<file path="src/sv/ghi_pkg.sv">
`default_nettype none

package ghi_pkg;

  // field widths
  localparam int RATE_W = 16;
  localparam int TIME_W = 32;
  localparam int ACC_W  = 64;
  localparam int DB_W   = 16;

  // defaults
  localparam int CALIB_COUNT_DEF = 512;
  localparam logic [DB_W-1:0] DEADBAND_RESET = 16'd132;

  // accumulator limits
  localparam logic signed [ACC_W-1:0] ACC_MAX = {1'b0, {(ACC_W-1){1'b1}}};
  localparam logic signed [ACC_W-1:0] ACC_MIN = {1'b1, {(ACC_W-1){1'b0}}};

endpackage

`default_nettype wire

</file>
<file path="src/sv/gyro_heading_integrator.sv">
`default_nettype none

// gyro heading integrator
// input channel (in_valid / in_stall): one beat carries a raw signed z-rate
// sample and its microsecond timestamp. output channel (out_valid /
// out_stall): one beat per input beat, carrying the heading accumulator after
// that sample plus the calibrating / applied / saturated flags.
// configuration channel (cfg_valid / cfg_ready): one beat writes the dead band;
// cfg_ready is always high, write only while the block is idle.
// the first CALIB_COUNT samples after reset only build the bias sum; after that
// samples below the dead band are dropped, the first kept one only records its
// time and each later kept one adds (rate*CALIB_COUNT - bias)*dt to the
// saturating 64-bit accumulator.
// an accepted input beat passes through the product stage, then the output register.
// throughput: one beat per cycle unless the output stalls, set by the single accumulator
// add and clamp feeding back on itself; the product is formed in the stage before it.
// reset (rst, synchronous) clears the calibration, time and accumulator state,
// empties both stages and restores the dead band to its default.
// when the receiver stalls the output holds its beat; the stage behind it
// still takes one more beat, then in_stall rises until the output drains.

module gyro_heading_integrator
  import ghi_pkg::*;
#(
  parameter int CALIB_COUNT = CALIB_COUNT_DEF
) (
  input  wire                       clk,
  input  wire                       rst,
  // configuration
  input  wire                       cfg_valid,
  output logic                      cfg_ready,
  input  wire  [DB_W-1:0]           deadband_raw,
  // input beats
  input  wire                       in_valid,
  output logic                      in_stall,
  input  wire  signed [RATE_W-1:0]  rate_sample,
  input  wire  [TIME_W-1:0]         time_us,
  // output beats
  output logic                      out_valid,
  input  wire                       out_stall,
  output logic signed [ACC_W-1:0]   heading_total,
  output logic                      calibrating,
  output logic                      applied,
  output logic                      saturated
);

  // count width holds CALIB_COUNT itself, bias sum holds CALIB_COUNT samples
  localparam int CNT_W   = $clog2(CALIB_COUNT + 1);
  localparam int BIAS_W  = $clog2(CALIB_COUNT) + RATE_W;
  localparam int CORR_W  = BIAS_W + 1;
  localparam int DELTA_W = CORR_W + TIME_W + 1;
  localparam logic [CNT_W-1:0]         CALIB_N = CNT_W'(CALIB_COUNT);
  localparam logic signed [CORR_W-1:0] CALIB_S = CORR_W'(CALIB_COUNT);

  // configuration register
  logic [DB_W-1:0] deadband;

  // front state, updated as each beat is accepted
  logic [CNT_W-1:0]         calib_seen;
  logic signed [BIAS_W-1:0] bias_sum;
  logic                     time_known;
  logic [TIME_W-1:0]        last_kept_time;

  // product stage
  logic                      s1_valid;
  logic signed [DELTA_W-1:0] s1_delta;
  logic                      s1_calib;
  logic                      s1_applied;

  // accumulator, which is also the output payload
  logic signed [ACC_W-1:0] heading_acc;

  // handshakes
  logic out_load;
  logic in_acc;

  // front decision
  logic                      in_calib;
  logic                      in_kept;
  logic                      in_apply;
  logic [RATE_W:0]           rate_mag;
  logic signed [RATE_W:0]    rate_wide;
  logic [TIME_W-1:0]         dt;
  logic signed [CORR_W-1:0]  corr;
  logic signed [DELTA_W-1:0] delta_next;

  // accumulate and clamp
  logic signed [ACC_W:0]   acc_sum;
  logic                    acc_ovf;
  logic signed [ACC_W-1:0] heading_acc_next;
  logic                    saturated_next;

  assign cfg_ready = 1'b1;

  // output register loads whenever the product stage holds a beat and it is empty or being taken
  assign out_load = s1_valid && (!out_valid || !out_stall);
  assign in_stall = s1_valid && !out_load;
  assign in_acc   = in_valid && !in_stall;

  always_comb begin
    rate_wide = (RATE_W+1)'(rate_sample);
    rate_mag  = rate_wide[RATE_W] ? (RATE_W+1)'(-rate_wide) : rate_wide;
    in_calib  = calib_seen < CALIB_N;
    in_kept   = !in_calib && (rate_mag >= {1'b0, deadband});
    in_apply  = in_kept && time_known;
    dt        = time_us - last_kept_time;
    // bias-corrected rate, scaled by the calibration count
    corr       = CORR_W'(rate_sample) * CALIB_S - CORR_W'(bias_sum);
    delta_next = DELTA_W'(corr) * $signed({1'b0, dt});
  end

  always_comb begin
    acc_sum = (ACC_W+1)'(heading_acc) + (ACC_W+1)'(s1_delta);
    acc_ovf = acc_sum[ACC_W] != acc_sum[ACC_W-1];
    heading_acc_next = heading_acc;
    saturated_next   = 1'b0;
    if (s1_applied) begin
      if (acc_ovf) begin
        heading_acc_next = acc_sum[ACC_W] ? ACC_MIN : ACC_MAX;
        saturated_next   = 1'b1;
      end else begin
        heading_acc_next = acc_sum[ACC_W-1:0];
      end
    end
  end

  // config and front state
  always_ff @(posedge clk) begin
    if (rst) begin
      deadband       <= DEADBAND_RESET;
      calib_seen     <= '0;
      bias_sum       <= '0;
      time_known     <= 1'b0;
      last_kept_time <= '0;
    end else begin
      if (cfg_valid && cfg_ready) begin
        deadband <= deadband_raw;
      end
      if (in_acc) begin
        if (in_calib) begin
          calib_seen <= calib_seen + 1'b1;
          bias_sum   <= bias_sum + BIAS_W'(rate_sample);
        end else if (in_kept) begin
          time_known     <= 1'b1;
          last_kept_time <= time_us;
        end
      end
    end
  end

  // product stage
  always_ff @(posedge clk) begin
    if (rst) begin
      s1_valid <= 1'b0;
    end else if (in_acc) begin
      s1_valid <= 1'b1;
    end else if (out_load) begin
      s1_valid <= 1'b0;
    end
  end

  always_ff @(posedge clk) begin
    if (in_acc) begin
      s1_delta   <= delta_next;
      s1_calib   <= in_calib;
      s1_applied <= in_apply;
    end
  end

  // accumulator and output beat
  always_ff @(posedge clk) begin
    if (rst) begin
      out_valid   <= 1'b0;
      heading_acc <= '0;
    end else begin
      if (out_load) begin
        out_valid   <= 1'b1;
        heading_acc <= heading_acc_next;
      end else if (!out_stall) begin
        out_valid <= 1'b0;
      end
    end
  end

  always_ff @(posedge clk) begin
    if (out_load) begin
      calibrating <= s1_calib;
      applied     <= s1_applied;
      saturated   <= saturated_next;
    end
  end

  assign heading_total = heading_acc;

`ifndef SYNTHESIS
  // calibration count never runs past its limit
  a_calib_bound: assert property (@(posedge clk) disable iff (rst)
    calib_seen <= CALIB_N)
    else $error("calibration count past limit");

  // a calibration beat never touches the accumulator
  a_calib_flags: assert property (@(posedge clk) disable iff (rst)
    out_valid && calibrating |-> !applied && !saturated)
    else $error("calibration beat flagged as applied");

  // a clamp always lands on one of the limits
  a_sat_limit: assert property (@(posedge clk) disable iff (rst)
    out_valid && saturated |-> applied && (heading_acc == ACC_MAX || heading_acc == ACC_MIN))
    else $error("saturated beat not at a limit");

  // integration needs a recorded time
  a_apply_time: assert property (@(posedge clk) disable iff (rst)
    s1_valid && s1_applied |-> time_known && !s1_calib)
    else $error("integration without a recorded time");

  // accumulator only moves when a beat enters the output register
  a_acc_hold: assert property (@(posedge clk) disable iff (rst)
    !out_load |=> $stable(heading_acc))
    else $error("accumulator changed without a beat");
`endif

endmodule

`default_nettype wire
</file>
<file path="config.mk">
export PLATFORM = sky130hd
export DESIGN_NAME = gyro_heading_integrator
export DESIGN_NICKNAME = d
export VERILOG_FILES = /design/src/sv/ghi_pkg.sv /design/src/sv/gyro_heading_integrator.sv
export SDC_FILE = /design/constraint.sdc
export NUM_CORES = 2
export LEC_CHECK = 0
export BUFFER_PORTS_ARGS = -buffer_cell sky130_fd_sc_hd__buf_2
export CORE_MARGIN = 2
export CORE_UTILIZATION = 42
export DETAILED_ROUTE_END_ITERATION = 7
export GPL_ROUTABILITY_DRIVEN = 0
export HOLD_SLACK_MARGIN = 0.02
export PLACE_DENSITY_LB_ADDON = 0.25
export SYNTH_ARGS = -nofsm -noshare
export SYNTH_HDL_FRONTEND = slang
export SYNTH_SLANG_ARGS = --single-unit
</file>
<file path="constraint.sdc">
create_clock -name clk -period 21.4 [get_ports clk]
set_input_delay 2.14 -clock clk [delete_from_list [all_inputs] [get_ports clk]]
set_output_delay 2.14 -clock clk [all_outputs]
set_load 0.05 [all_outputs]
</file>
==> reports/metrics.csv <==
stage;metric;value;unit
clock_tree;CTS root buffer;clkbuf_16;
run_status;status;finished, final reports clean;
floorplanning;Die ar.;104000;µm²
clock_tree;Inserted Clock Buffers;29;
clock_tree;CTS Hold Bufs;0;
drt;Detailed Route Iter0 Violations;2475;
critical_path;CP max stage delay;520;ps
floorplanning;Die Span X;322;µm
synth;asr flop ratio synth;0;%
global_routing;vias in the first global route;34800;
floorplanning;I/O pin count;139;
sta;fmax;0.0814;GHz
global_routing;antenna violations before repair;4;
synth;Mapped Nets;6119;
sta;Clock Skew;16.3;ps
run;Max Cap Viol;0;
cells_and_area;Layout Area Growth over Synthesis;8.43;%
critical_path;crit-path max FO;16;
drt;final WL;129000;µm
cells_and_area;Reg area;4920;µm²
cells_and_area;fillers;9858;
drt;DR pass1 iterations;6;
drt;per-cell routed wire length;20.2;µm
floorplanning;core area;100000;µm²
placement;placed instance count;6319;
sta;RSZ-0062 raised after global routing;no;
critical_path;Crit path required time;21760;ps
global_routing;pin count of the biggest net entering global routing;100;
synth;Synth cell types;100;
sta;endpoints failing setup;0;
worst_hold_path;worst hold path class;reg2reg;
drt;DRC;0;
clock_tree;post-cts gate resize count;0;
drt;ANT nets after route;0;
synth;Cell Area, Synth;42600;µm²
clock_tree;clock-pin slew on the worst setup and hold paths;60;ps
synth;Seq/Total Area, Yosys;11.6;%
clock_tree;Post-CTS Setup Inserts;0;
drt;DR vias;34100;
sta;Period minus WS final;12290;ps
critical_path;WS Path Type;in2reg;
worst_hold_path;Worst Hold Depth;0;
clock_tree;CTS tree;yes;
drt;routed vias/inst;5.34;
sta;final worst path period share;57.4;%
cells_and_area;area occupied by multi-input gates;33800;µm²
critical_path;crit end category;flop;
clock_tree;Clock Tree Buf Depth;3;
floorplanning;row cnt;116;
synth;Yosys reg bits;214;
synth;Post-synth EDFFs;64;
synth;Synth Instances;4945;
cells_and_area;Layout Nets;6167;
global_routing;first-pass GRT wire length;202000;µm
cells_and_area;# diodes;0;
sta;Worst Max-Slew Pin Slew;1270;ps
cells_and_area;fin cells;6373;
synth;prevailing post-synth register cell;dfxtp_1;
sta;Final Hold Slack;439;ps
clock_tree;CTS sink cnt;214;
clock_tree;Worst-Skew Late Latency;620;ps
sta;Max Slew Vio Count;0;
critical_path;Data arrival, critical path;12660;ps
critical_path;CP delay by family, top;adder cells;
sta;setup TNS;0;ps
placement;DP Worst Slack;8520;ps
critical_path;crit start category;input pin;
global_routing;gr ovfl total;0;
critical_path;most used cell, CP;fa_1;
floorplanning;initial core utilization;42.5;%
global_routing;GRT Total Usage;25.2;%
critical_path;CP Depth;38;
placement;DP HPWL;99700;µm
placement;port bufs;137;
cells_and_area;layout cells sized above 1;8.95;%
sta;Fin. Hold Viols;0;
sta;slew margin rel.;14.9;%
floorplanning;DIE HEIGHT;322;µm
critical_path;Critical-path top delay cell;fa_1;
synth;yosys warns;0;
sta;PnR worst setup slack;9110;ps
critical_path;Register-to-Register Path Depth;36;
clock_tree;H-tree depth;1;
synth;syn_area_per_cell;8.62;µm²
critical_path;critical path buffer and inverter count;6;
## flip-flops by register name (all words and copies together) (netlist names), 10 cells and up
signal and flops:
bias_sum 25, deadband 16, last_kept_time 32, heading_total 64, s1_delta 59, calib_seen 10
## layout by cell type (no fill, tap or decap), types with 24 or more instances in the layout
cell type	n
fa_1	721
a21o_1	85
nand2b_1	41
ha_1	384
clkbuf_16	29
nor2_1	435
a21oi_1	244
buf_4	95
xnor2_1	129
buf_2	136
mux2i_1	48
nand2_1	676
nand3_1	48
xor2_1	66
dfxtp_1	150
nand4_1	28
nor3_1	35
o21bai_1	30
a21oi_2	24
inv_1	888
edfxtp_1	64
maj3_2	54
o21ai_0	154
and2_1	52
and3_1	31
o21a_1	29
## layout make-up
| class | instances | area share [%] |
|---|---|---|
| clock buffers | 32 | 1.60 |
| clock inverters | 22 | 0.702 |
| inverters | 893 | 7.26 |
| multi-input cells | 3624 | 73.1 |
| flip-flops and latches | 214 | 10.7 |
| well taps | 1357 | 3.68 |
| repair buffers | 231 | 3.02 |
## routing by layer
layer | routed length (µm) | global-route usage [%]
met1 | 55000 | 34.2
met5 | 11 | 0
met3 | 11900 | 5.44
met4 | 4740 | 8.16
met2 | 57100 | 39.9
## stage by stage
stage / utilization, % / cell area (µm²)
after floorplan: - / 42600
after global placement: 45.0 / 45100
after detailed placement: 45.0 / 45100
after CTS: 46.1 / 46200
after global routing: 46.1 / 46200
final: 46.1 / 46200
## path summary, 6_finish.rpt
check,startpoint,to,slack [ps]
max,time_us[0],s1_delta[58]$_DFFE_PP_,9110
min,s1_calib$_DFFE_PP_,calibrating$_DFFE_PP_,440
max reg2reg,last_kept_time[2]$_SDFFE_PP0P_,s1_delta[58]$_DFFE_PP_,10450
min reg2reg,s1_calib$_DFFE_PP_,calibrating$_DFFE_PP_,440
## synth_stat cells, types with 6 or more instances
| cell | instances | share of area, % |
|---|---|---|
| and4_1 | 8 | 0.16 |
| or2_2 | 13 | 0.19 |
| and2_1 | 52 | 0.76 |
| mux2i_1 | 48 | 1.1 |
| a21oi_2 | 24 | 0.49 |
| nor3_1 | 35 | 0.41 |
| buf_4 | 10 | 0.18 |
| a211oi_1 | 19 | 0.33 |
| or3_1 | 14 | 0.21 |
| buf_6 | 8 | 0.21 |
| inv_1 | 890 | 7.8 |
| buf_2 | 14 | 0.16 |
| o41ai_1 | 7 | 0.14 |
| o21bai_1 | 30 | 0.53 |
| clkbuf_1 | 175 | 1.5 |
| nand2b_1 | 41 | 0.60 |
| o21ai_0 | 154 | 1.8 |
| fa_1 | 721 | 34 |
| xor2_1 | 81 | 1.7 |
| a21oi_1 | 244 | 2.9 |
| nand2_1 | 676 | 6.0 |
| o211ai_1 | 18 | 0.32 |
| maj3_2 | 54 | 1.4 |
| a221o_1 | 6 | 0.14 |
| o31a_1 | 6 | 0.12 |
| o21a_1 | 30 | 0.53 |
| a21o_1 | 85 | 1.5 |
| a21boi_0 | 7 | 0.12 |
| nor2b_1 | 22 | 0.32 |
| nor2_1 | 439 | 3.9 |
| o31ai_1 | 11 | 0.19 |
| a31oi_1 | 21 | 0.31 |
| and3_1 | 32 | 0.47 |
| o21ai_1 | 6 | 0.070 |
| nand3_1 | 48 | 0.56 |
| ha_1 | 384 | 11 |
| nand4_1 | 28 | 0.41 |
| dfxtp_1 | 150 | 7.0 |
| edfxtp_1 | 64 | 4.5 |
| xnor2_1 | 148 | 3.0 |
## kinds of logic (layout without fill, tap and decap cells)
kind of cell               after synthesis  after routing  share of synthesized area, %
DFF                                    214            214                          11.6
and+or+nand+nor                       1442           1442                          14.6
adders and majority gates             1159           1159                          46.6
AOI/OAI and AO/OA                      740            740                          11.2
other                                    1              1                       0.00880
buffers and inverters                 1107           1178                          10.0
muxes                                   50             50                          1.21
xor gates and xnor gates               232            232                          4.82
Power is left out: the tool's default activity adds up to more than one toggle a clock period on the data nets, which glitch-free logic cannot reach.
